===== config.mk =====
export PLATFORM = sky130hd
export DESIGN_NAME = i2c_bit_level_master_top
export DESIGN_NICKNAME = d
export VERILOG_FILES = /design/src/i2cm_pkg.sv /design/src/i2c_bit_level_master_top.sv /design/src/i2cm_core.sv
export SDC_FILE = /design/constraint.sdc
export NUM_CORES = 1
export LEC_CHECK = 0
export BUFFER_PORTS_ARGS = -buffer_cell sky130_fd_sc_hd__buf_2
export CORE_MARGIN = 2
export CORE_UTILIZATION = 35
export DETAILED_ROUTE_END_ITERATION = 8
export SLEW_MARGIN = 20
export SYNTH_ARGS = -nofsm -noshare
export SYNTH_HDL_FRONTEND = slang
export SYNTH_SLANG_ARGS = --single-unit

===== constraint.sdc =====
create_clock -name aclk -period 4.26 [get_ports aclk]
set_input_delay 0.639 -clock aclk [delete_from_list [all_inputs] [get_ports aclk]]
set_output_delay 0.639 -clock aclk [all_outputs]
set_load 0.02 [all_outputs]

===== src/i2cm_pkg.sv =====
// ----------------------------------------------------------------------------
// I2C bit-level master package
// Shared types, request codes, sequencer phases and helpers.
// ----------------------------------------------------------------------------
package i2cm_pkg;

    localparam int DELAY_W     = 16;
    localparam int BYTE_W      = 8;
    localparam int BIT_CNT_W   = 4;
    localparam int REQ_W       = 3;
    localparam int CFG_ADDR_W  = 1;
    localparam int S_TDATA_W   = 16;
    localparam int M_TDATA_W   = 16;

    localparam logic [DELAY_W-1:0]   SHORT_DELAY_RESET = 16'd2;
    localparam logic [DELAY_W-1:0]   LONG_DELAY_RESET  = 16'd5;
    localparam logic [BIT_CNT_W-1:0] BITS_PER_BYTE     = 4'd8;

    typedef enum logic [CFG_ADDR_W-1:0] {
        CFG_SHORT_DELAY = 1'b0,
        CFG_LONG_DELAY  = 1'b1
    } cfg_idx_t;

    typedef enum logic [REQ_W-1:0] {
        REQ_TICK  = 3'd0,
        REQ_START = 3'd1,
        REQ_STOP  = 3'd2,
        REQ_ACK   = 3'd3,
        REQ_NACK  = 3'd4,
        REQ_SEND  = 3'd5,
        REQ_RECV  = 3'd6
    } req_t;

    typedef enum logic [3:0] {
        PH_IDLE     = 4'd0,
        PH_ST_A     = 4'd1,
        PH_ST_B     = 4'd2,
        PH_SP_A     = 4'd3,
        PH_SP_B     = 4'd4,
        PH_AK_A     = 4'd5,
        PH_AK_B     = 4'd6,
        PH_TX_LOW   = 4'd7,
        PH_TX_HIGH  = 4'd8,
        PH_TX_ADLY  = 4'd9,
        PH_TX_AWAIT = 4'd10,
        PH_TX_TAIL  = 4'd11,
        PH_RX_LOW   = 4'd12,
        PH_RX_RISE  = 4'd13,
        PH_RX_HIGH  = 4'd14
    } phase_t;

    typedef struct packed {
        logic [DELAY_W-1:0] short_delay;
        logic [DELAY_W-1:0] long_delay;
    } cfg_t;

    // MSB first, so scl_out lands in bit 0 of tdata
    typedef struct packed {
        logic              rx_valid;
        logic [BYTE_W-1:0] rx_byte;
        logic              busy_res;
        logic              sda_is_output;
        logic              sda_out;
        logic              scl_out;
    } res_t;

    localparam int RES_W = $bits(res_t);

    // a zero delay still lasts one tick
    function automatic logic [DELAY_W-1:0] load_wait(input logic [DELAY_W-1:0] d);
        return (d == '0) ? {{(DELAY_W-1){1'b0}}, 1'b1} : d;
    endfunction

endpackage


===== src/i2c_bit_level_master_top.sv =====
// A request waits in the input register; when the core steps, its result is registered onto m_tdata.
// Throughput: one request per cycle while no held result waits on m_tready; the sequencer step is a single pass.
// While a held result waits on m_tready, the input register takes a request only if it is empty.
// Reset (aresetn low, synchronous): channels empty, sequencer idle,
// SCL and SDA high with SDA driven, delays back to 2 and 5 ticks.
// ----------------------------------------------------------------------------
// I2C bit-level master top
// Request register, sequencer core, result register and delay registers.
// ----------------------------------------------------------------------------
module i2c_bit_level_master_top (
    input  logic                               aclk,
    input  logic                               aresetn,
    input  logic                               s_tvalid,
    output logic                               s_tready,
    input  logic [i2cm_pkg::S_TDATA_W-1:0]     s_tdata,   // tx_byte[7:0], sda_in[8]
    input  logic [i2cm_pkg::REQ_W-1:0]         s_tuser,   // req_type[2:0]
    output logic                               m_tvalid,
    input  logic                               m_tready,
    output logic [i2cm_pkg::M_TDATA_W-1:0]     m_tdata,   // scl_out[0], sda_out[1],
                                                          // sda_is_output[2], busy_res[3],
                                                          // rx_byte[11:4], rx_valid[12]
    input  logic                               cfg_we,
    input  logic [i2cm_pkg::CFG_ADDR_W-1:0]    cfg_addr,
    input  logic [i2cm_pkg::DELAY_W-1:0]       cfg_wdata
);
    import i2cm_pkg::*;

    logic                 in_vld_reg;
    logic [REQ_W-1:0]     in_req_reg;
    logic [BYTE_W-1:0]    in_byte_reg;
    logic                 in_sda_reg;
    logic                 out_vld_reg;
    res_t                 out_res_reg;
    cfg_t                 cfg_reg;
    res_t                 core_res;
    logic                 step;

    // advance the request when the result slot is free or draining
    assign step     = in_vld_reg && (!out_vld_reg || m_tready);
    assign s_tready = !in_vld_reg || step;

    always_ff @(posedge aclk) begin
        if (!aresetn) begin
            in_vld_reg <= 1'b0;
        end else if (s_tready) begin
            in_vld_reg <= s_tvalid;
        end
    end

    always_ff @(posedge aclk) begin
        if (s_tvalid && s_tready) begin
            in_req_reg  <= s_tuser;
            in_byte_reg <= s_tdata[BYTE_W-1:0];
            in_sda_reg  <= s_tdata[BYTE_W];
        end
    end

    always_ff @(posedge aclk) begin
        if (!aresetn) begin
            cfg_reg.short_delay <= SHORT_DELAY_RESET;
            cfg_reg.long_delay  <= LONG_DELAY_RESET;
        end else if (cfg_we) begin
            case (cfg_idx_t'(cfg_addr))
                CFG_SHORT_DELAY: cfg_reg.short_delay <= cfg_wdata;
                CFG_LONG_DELAY:  cfg_reg.long_delay  <= cfg_wdata;
                default:         cfg_reg <= cfg_reg;
            endcase
        end
    end

    i2cm_core u_core (
        .aclk     (aclk),
        .aresetn  (aresetn),
        .step_en  (step),
        .req_type (in_req_reg),
        .tx_byte  (in_byte_reg),
        .sda_in   (in_sda_reg),
        .cfg      (cfg_reg),
        .res      (core_res)
    );

    always_ff @(posedge aclk) begin
        if (!aresetn) begin
            out_vld_reg <= 1'b0;
        end else if (step) begin
            out_vld_reg <= 1'b1;
        end else if (m_tready) begin
            out_vld_reg <= 1'b0;
        end
    end

    always_ff @(posedge aclk) begin
        if (step) begin
            out_res_reg <= core_res;
        end
    end

    assign m_tvalid = out_vld_reg;
    assign m_tdata  = {{(M_TDATA_W-RES_W){1'b0}}, out_res_reg};

endmodule


===== src/i2cm_core.sv =====
// ----------------------------------------------------------------------------
// I2C bit-level master sequencer core
// Holds the pin and phase state and applies one request per enabled cycle.
// ----------------------------------------------------------------------------
module i2cm_core (
    input  logic                           aclk,
    input  logic                           aresetn,
    input  logic                           step_en,
    input  logic [i2cm_pkg::REQ_W-1:0]     req_type,
    input  logic [i2cm_pkg::BYTE_W-1:0]    tx_byte,
    input  logic                           sda_in,
    input  i2cm_pkg::cfg_t                 cfg,
    output i2cm_pkg::res_t                 res
);
    import i2cm_pkg::*;

    phase_t               phase_reg, phase_next;
    logic [BIT_CNT_W-1:0] bit_cnt_reg, bit_cnt_next;
    logic [BYTE_W-1:0]    shift_reg, shift_next;
    logic [DELAY_W-1:0]   wait_reg, wait_next;
    logic                 scl_reg, scl_next;
    logic                 sda_reg, sda_next;
    logic                 dir_reg, dir_next;
    logic [BYTE_W-1:0]    last_rx_reg, last_rx_next;
    logic                 rx_flag;
    logic                 adv;
    logic [BIT_CNT_W-1:0] bit_inc;

    always_comb begin
        phase_next   = phase_reg;
        bit_cnt_next = bit_cnt_reg;
        shift_next   = shift_reg;
        wait_next    = wait_reg;
        scl_next     = scl_reg;
        sda_next     = sda_reg;
        dir_next     = dir_reg;
        last_rx_next = last_rx_reg;
        rx_flag      = 1'b0;
        adv          = 1'b0;
        bit_inc      = bit_cnt_reg + 1'b1;

        if (req_t'(req_type) == REQ_TICK) begin
            case (phase_reg)
                PH_IDLE: adv = 1'b0;
                PH_TX_AWAIT: begin
                    if (!sda_in) begin
                        scl_next   = 1'b0;
                        phase_next = PH_TX_TAIL;
                        wait_next  = load_wait(cfg.long_delay);
                    end
                end
                PH_RX_RISE: begin
                    // sample on the first tick of SCL high
                    shift_next   = {shift_reg[BYTE_W-2:0], sda_in};
                    bit_cnt_next = bit_inc;
                    phase_next   = PH_RX_HIGH;
                    if (wait_reg > 1) begin
                        wait_next = wait_reg - 1'b1;
                    end else begin
                        wait_next = '0;
                        adv       = 1'b1;
                    end
                end
                default: begin
                    if (wait_reg > 1) begin
                        wait_next = wait_reg - 1'b1;
                    end else begin
                        wait_next = '0;
                        adv       = 1'b1;
                    end
                end
            endcase
        end else if (phase_reg == PH_IDLE) begin
            case (req_t'(req_type))
                REQ_START: begin
                    bit_cnt_next = '0;
                    dir_next = 1'b1; sda_next = 1'b1; scl_next = 1'b1;
                    phase_next = PH_ST_A; wait_next = load_wait(cfg.long_delay);
                end
                REQ_STOP: begin
                    bit_cnt_next = '0;
                    dir_next = 1'b1; sda_next = 1'b0; scl_next = 1'b0;
                    phase_next = PH_SP_A; wait_next = load_wait(cfg.long_delay);
                end
                REQ_ACK: begin
                    bit_cnt_next = '0;
                    dir_next = 1'b1; sda_next = 1'b0; scl_next = 1'b0;
                    phase_next = PH_AK_A; wait_next = load_wait(cfg.short_delay);
                end
                REQ_NACK: begin
                    bit_cnt_next = '0;
                    dir_next = 1'b1; sda_next = 1'b1; scl_next = 1'b0;
                    phase_next = PH_AK_A; wait_next = load_wait(cfg.short_delay);
                end
                REQ_SEND: begin
                    bit_cnt_next = '0;
                    dir_next   = 1'b1;
                    scl_next   = 1'b0;
                    sda_next   = tx_byte[BYTE_W-1];
                    shift_next = {tx_byte[BYTE_W-2:0], 1'b0};
                    phase_next = PH_TX_LOW; wait_next = load_wait(cfg.short_delay);
                end
                REQ_RECV: begin
                    bit_cnt_next = '0;
                    dir_next = 1'b0; sda_next = 1'b1; scl_next = 1'b0;
                    shift_next = '0;
                    phase_next = PH_RX_LOW; wait_next = load_wait(cfg.short_delay);
                end
                default: adv = 1'b0;
            endcase
        end

        if (adv) begin
            case (phase_next)
                PH_ST_A: begin
                    sda_next = 1'b0; scl_next = 1'b1;
                    phase_next = PH_ST_B; wait_next = load_wait(cfg.long_delay);
                end
                PH_ST_B: begin
                    sda_next = 1'b0; scl_next = 1'b0; phase_next = PH_IDLE;
                end
                PH_SP_A: begin
                    scl_next = 1'b1;
                    phase_next = PH_SP_B; wait_next = load_wait(cfg.long_delay);
                end
                PH_SP_B: begin
                    sda_next = 1'b1; phase_next = PH_IDLE;
                end
                PH_AK_A: begin
                    scl_next = 1'b1;
                    phase_next = PH_AK_B; wait_next = load_wait(cfg.short_delay);
                end
                PH_AK_B: begin
                    scl_next = 1'b0; phase_next = PH_IDLE;
                end
                PH_TX_LOW: begin
                    scl_next = 1'b1;
                    phase_next = PH_TX_HIGH; wait_next = load_wait(cfg.short_delay);
                end
                PH_TX_HIGH: begin
                    bit_cnt_next = bit_inc;
                    if (bit_inc < BITS_PER_BYTE) begin
                        scl_next   = 1'b0;
                        sda_next   = shift_reg[BYTE_W-1];
                        shift_next = {shift_reg[BYTE_W-2:0], 1'b0};
                        phase_next = PH_TX_LOW; wait_next = load_wait(cfg.short_delay);
                    end else begin
                        // release SDA for the slave ack
                        dir_next = 1'b0; sda_next = 1'b1; scl_next = 1'b1;
                        phase_next = PH_TX_ADLY; wait_next = load_wait(cfg.long_delay);
                    end
                end
                PH_TX_ADLY: phase_next = PH_TX_AWAIT;
                PH_TX_TAIL: phase_next = PH_IDLE;
                PH_RX_LOW: begin
                    scl_next = 1'b1;
                    phase_next = PH_RX_RISE; wait_next = load_wait(cfg.short_delay);
                end
                PH_RX_RISE, PH_RX_HIGH: begin
                    if (bit_cnt_next < BITS_PER_BYTE) begin
                        scl_next = 1'b0;
                        phase_next = PH_RX_LOW; wait_next = load_wait(cfg.short_delay);
                    end else begin
                        last_rx_next = shift_next;
                        rx_flag      = 1'b1;
                        phase_next   = PH_IDLE;
                    end
                end
                default: phase_next = PH_IDLE;
            endcase
        end
    end

    always_comb begin
        res.scl_out       = scl_next;
        res.sda_out       = dir_next ? sda_next : 1'b1;
        res.sda_is_output = dir_next;
        res.busy_res      = (phase_next != PH_IDLE);
        res.rx_byte       = last_rx_next;
        res.rx_valid      = rx_flag;
    end

    always_ff @(posedge aclk) begin
        if (!aresetn) begin
            phase_reg   <= PH_IDLE;
            bit_cnt_reg <= '0;
            shift_reg   <= '0;
            wait_reg    <= '0;
            scl_reg     <= 1'b1;
            sda_reg     <= 1'b1;
            dir_reg     <= 1'b1;
            last_rx_reg <= '0;
        end else if (step_en) begin
            phase_reg   <= phase_next;
            bit_cnt_reg <= bit_cnt_next;
            shift_reg   <= shift_next;
            wait_reg    <= wait_next;
            scl_reg     <= scl_next;
            sda_reg     <= sda_next;
            dir_reg     <= dir_next;
            last_rx_reg <= last_rx_next;
        end
    end

endmodule


# ---- Word-level counts from Yosys, hierarchy flattened
# Cells that the tools add are included.
dict set report totals {
  output_inout_bits 18
  word_cells 141
  reg_bits 102
  in_bits 41
}
dict set report op_classes {
  mux 64
  reduce_logical 30
  eq_ne 20
  magnitude_cmp 3
  n_bitwise 1
  add_sub_neg 2
}
# operator count
set op_table {}
lappend op_table {{16-bit 2-to-1 mux} 9}
lappend op_table {{8-bit 2-to-1 mux} 9}
lappend op_table {{16-bit case mux with 2 select lines} 2}
lappend op_table {{16-bit case mux with 4 select lines} 1}
lappend op_table {{4-bit 2-to-1 mux} 12}
lappend op_table {{16-bit zero test} 2}
lappend op_table {{4-bit case mux with 8 select lines} 1}
lappend op_table {{4-bit == test, second input constant} 7}
lappend op_table {{1-bit 2-to-1 mux} 22}
lappend op_table {{4-bit case mux with 5 select lines} 1}
lappend op_table {{4-bit by 3-bit == test with 1-bit output, second input constant} 4}
lappend op_table {{16-bit by 1-bit > comparator with 1-bit output, second input constant} 1}
lappend op_table {{8-bit case mux with 2 select lines} 1}
lappend op_table {{2-bit OR reduction} 8}
lappend op_table {{16-bit by 1-bit subtractor with 16-bit output, second input constant} 1}
lappend op_table {{5-bit OR reduction} 3}
lappend op_table {{3-bit == test, second input constant} 3}
lappend op_table {{4-bit by 2-bit == test with 1-bit output, second input constant} 2}
lappend op_table {{4-bit < comparator, second input constant} 2}
lappend op_table {{4-bit case mux with 2 select lines} 1}
lappend op_table {{3-bit by 2-bit == test with 1-bit output, second input constant} 2}
lappend op_table {{1-bit case mux with 3 select lines} 2}
lappend op_table {{2-bit AND reduction} 3}
lappend op_table {{3-bit OR reduction} 2}
lappend op_table {{other kinds (15)} 19}

# ---- Depth between registers and ports, before layout
dict set report depth {
  depth_word 10
  mapped_depth 12
  mapped_depth_nobuf 9
}

# ---- Modules after synthesis
# From an unflattened synthesis, not the netlist that was laid out.
dict set report hier_totals {
  hier_cells 765
  area_unflattened_um2 6200.9
}
# module area_each_um2 seq_area_each_um2 cells_per_inst n_inst
set modules_own_cells {}
lappend modules_own_cells {i2cm_core 4097.7 860.8 600 1}
lappend modules_own_cells {i2c_bit_level_master_top 2103.3 1431.4 165 1}

# ---- Worst setup path after synthesis
# OpenSTA, ideal clock, no wires.
dict set report synth_timing {
  path_type {register to register}
  start {reg in_req_reg[1]}
  end {reg u_core.last_rx_reg[0]}
  setup_time_ns 0.116
  path_stages_with_launch 10
  slack_ns 1.423
  arrival_ns 2.720
  cell_sequence {edfxtp_1 > clkbuf_1 > or3_1 > a211oi_1 > a21oi_4 > xnor2_1 > or4_1 > buf_6 > mux2_4 > o211a_1}
}
# item line_no
set synth_rtl {}
lappend synth_rtl {{from (decl)} i2c_bit_level_master_top.sv:29} ;# logic [REQ_W-1:0] in_req_reg;
lappend synth_rtl {{from (signal assigned)} i2c_bit_level_master_top.sv:52} ;# in_req_reg <= s_tuser;
lappend synth_rtl {{to (signal assigned)} i2cm_core.sv:201} ;# last_rx_reg <= last_rx_next;
lappend synth_rtl {{to (decl)} i2cm_core.sv:24} ;# logic [BYTE_W-1:0] last_rx_reg, last_rx_next;

==> summary.txt <==
Worst setup path
  • Reg2reg setup slack: 0.79 ns
  • CP Data Arrival Time: about 3.7 ns
  • CP Buf/Inv Count: 0
  • CP Capture Type: flop
  • Worst EP required: 4.51 ns
  • Worst-path cell chain: nand4b_2 -> nor2_1 -> or3_2 -> xnor2_1 -> or4_1 -> mux2_4 -> o211a_1
  • Worst reg2reg path endpoint: u_core.last_rx_reg[0]
  • WP depth: 7
  • Worst R2R Path Depth: 7
  • Crit start category: flop
  • CP delay by family, top: simple AND/OR/NAND/NOR gates
  • Launching point of the worst reg2reg path: u_core.phase_reg[1]
  • Largest stage delay on the critical path: 0.80 ns
  • Critical Path Slowest Stage Cell: or4_1
  • Critical path class: reg -> reg
  • CP Max Fanout: 14

Floorplan
  • DIE AREA: 19300 um2
  • # rows: 49
  • Core area: 18000 um2
  • Die width: 139 um
  • Chip Height: 139 um
  • Initial core utilization: 0.356
  • IO Count: 59

Clock network
  • CTS tree: yes
  • Cts hold-fix bufs: 0
  • Number of buffers created by CTS: 9
  • Max Root-Sink Buffers: 2
  • Post_cts resized: 0
  • Postcts setup bufs: 0
  • TritonCTS Sinks: 102
  • H-tree Lvls: 3
  • Worst-skew pair later-pin latency: around 0.36 ns
  • Root buf cell: clkbuf_16
  • Clock slew at reported path FFs: ~0.07 ns

Timing
  • Unrepaired setup endpoints after global routing: no
  • Final Setup Violations: 0
  • Worst-Margin Slew: 0.839 ns
  • Slew Limit Fails: 0
  • Fin. Hold Viols: 0
  • Total negative slack: 0 ns
  • Minimum clock period: 3.47 ns
  • Period utilization: 0.813
  • Fmax: 0.289 GHz
  • Slew headroom: 0.440
  • Hold slack final: 0.451 ns
  • Final Skew: about 0.016 ns

Synth
  • Mapped Cells: 798
  • Cell variety after synth: 73
  • Register area share after synthesis: 0.359
  • Syn_area_per_cell: 8.00 um2
  • Synth Flop Type: dfxtp_1
  • Yosys Warn Count: 0
  • Number of synthesized flops with an enable pin: 25
  • Seq cells post-synth: 102
  • Mapped cell area: 6390 um2
  • Synth async-reset ratio: 0

GRT
  • Global routing's busiest layer: met2
  • Met2 usage: 0.303
  • Initial antenna violation count: 0
  • GRT met3 Usage: 0.0356
  • Vias in the first global route: 5695
  • Maximum number of pins on one net before global-route repair: between 40 and 50
  • Total grt overflow: 0
  • Grt met1 use: 0.288
  • GRT Total Usage: 0.199
  • First-pass GRT wire length: around 31 mm

Pwr
  • Lkg Pwr: 2.65 nW
  • Power Dens Cells: 367 nW/um2
  • Max IR drop VDD: 0.000264 V

Run
  • Max cap viols: 0

Routing
  • Initial drt markers: a little under 600
  • WL final: about 20 mm
  • Vias per cell: 6.05
  • DRC: 0
  • ANT nets after route: 0
  • Pre-antenna DRT Iters: 5
  • Vias: 6327
  • DR WL/cell: around 19 um

Final layout
  • # nets final: 855
  • Final core utilization: 0.394
  • Share of cells above drive strength 1: 0.134
  • Max reg flops: 32
  • Most common cell after layout, fill and taps aside: nand2_1
  • Commonest non-fill, non-tap cells in the layout: 113 x nand2_1, 84 x a21oi_1, 77 x dfxtp_1
  • Area growth syn-to-layout: 10.7%
  • Antenna Cells: 0

Place
  • IO buf count: 48
  • Hpwl dp: 13.0 mm
  • Routability cong.: 0.901

Hold path
  • Worst hold path stage count: 1
  • WHS Endpoint: in_byte_reg[2]
  • Worst hold path type: in -> reg
  • Hold_sp: s_tdata[2]

Run status
  • Status: finished clean
## synthesized netlist by cell type (8+ instances only)
master    instances  area share
mux2i_1          11       0.017
a21oi_1          84       0.066
buf_2             8      0.0063
o21ai_0          48       0.038
a221oi_1         14       0.019
nand3_1          32       0.025
o22ai_1          18       0.018
nand2_1         113       0.066
o22a_1           13       0.018
a31oi_1          28       0.027
nor3_1           17       0.013
nor2_1           47       0.028
mux2_4            8       0.019
o211a_1           8       0.013
a211oi_1         14       0.016
clkbuf_1         52       0.031
edfxtp_1         25        0.12
xnor2_1           8       0.011
nand2b_1         11       0.011
a221o_1          10       0.016
dfxtp_1          77        0.24
and2_1            9      0.0088
nor4_1           13       0.013
## area by class of cell
| class | instances | area [um2] |
|---|---|---|
| Multi-Input combinational cell | 620 | 3770 |
| Clock buffer | 10 | 229 |
| Fill cell | 1858 | 10900 |
| Sequential cell | 102 | 2290 |
| Tap cell | 229 | 287 |
| Clock inverter | 6 | 57.6 |
| Inverter | 8 | 30.0 |
| Timing Repair Buffer | 70 | 405 |
## layer usage
metal / share of wire / up-vias
met4: 0.017 / 0
met5: 0 / -
li1: - / 3038
met2: 0.44 / 264
met3: 0.069 / 30
met1: 0.47 / 2995
## power by group
group	total [mW]	switching, mW	leakage [nW]	internal [mW]
clock	0.816	0.408	0.140	0.408
sequential	1.12	0.0746	0.870	1.05
combinational	0.656	0.406	1.64	0.249
## worst max-delay path by stage
stage | from | endpoint
6_report | u_core.phase_reg[1] | u_core.last_rx_reg[0]
5_1_grt | u_core.phase_reg[1] | u_core.last_rx_reg[0]
4_1_cts | u_core.phase_reg[1] | u_core.last_rx_reg[0]
3_5_place_dp | u_core.phase_reg[1] | u_core.last_rx_reg[0]
3_3_place_gp | u_core.phase_reg[1] | u_core.last_rx_reg[0]
2_1_floorplan | in_req_reg[1] | u_core.last_rx_reg[0]
## stage by stage
step / power [mW] / cells / area, um2 / setup WS (ns)
after CTS: 2.60 / 1045 / 7070 / 0.809
after floorplan: 1.61 / 800 / 6390 / 1.42
final: 2.60 / 1045 / 7070 / 0.795
after detailed placement: 1.79 / 1029 / 6780 / 0.839
after global placement: 1.78 / 1029 / 6780 / 0.869
after global routing: 2.72 / 1045 / 7070 / 0.642
## logic make-up after synthesis
| group | share of synthesized area |
|---|---|
| multiplexers | 0.0360 |
| other | 0.000587 |
| buffers and inverters | 0.0525 |
| adder cells (fa/ha/maj) | 0.00588 |
| AO/OA/AOI/OAI | 0.311 |
| flip-flops | 0.359 |
| AND/OR/NAND/NOR | 0.221 |
| XOR/XNOR | 0.0137 |
Power figures use the tool's default switching activity.
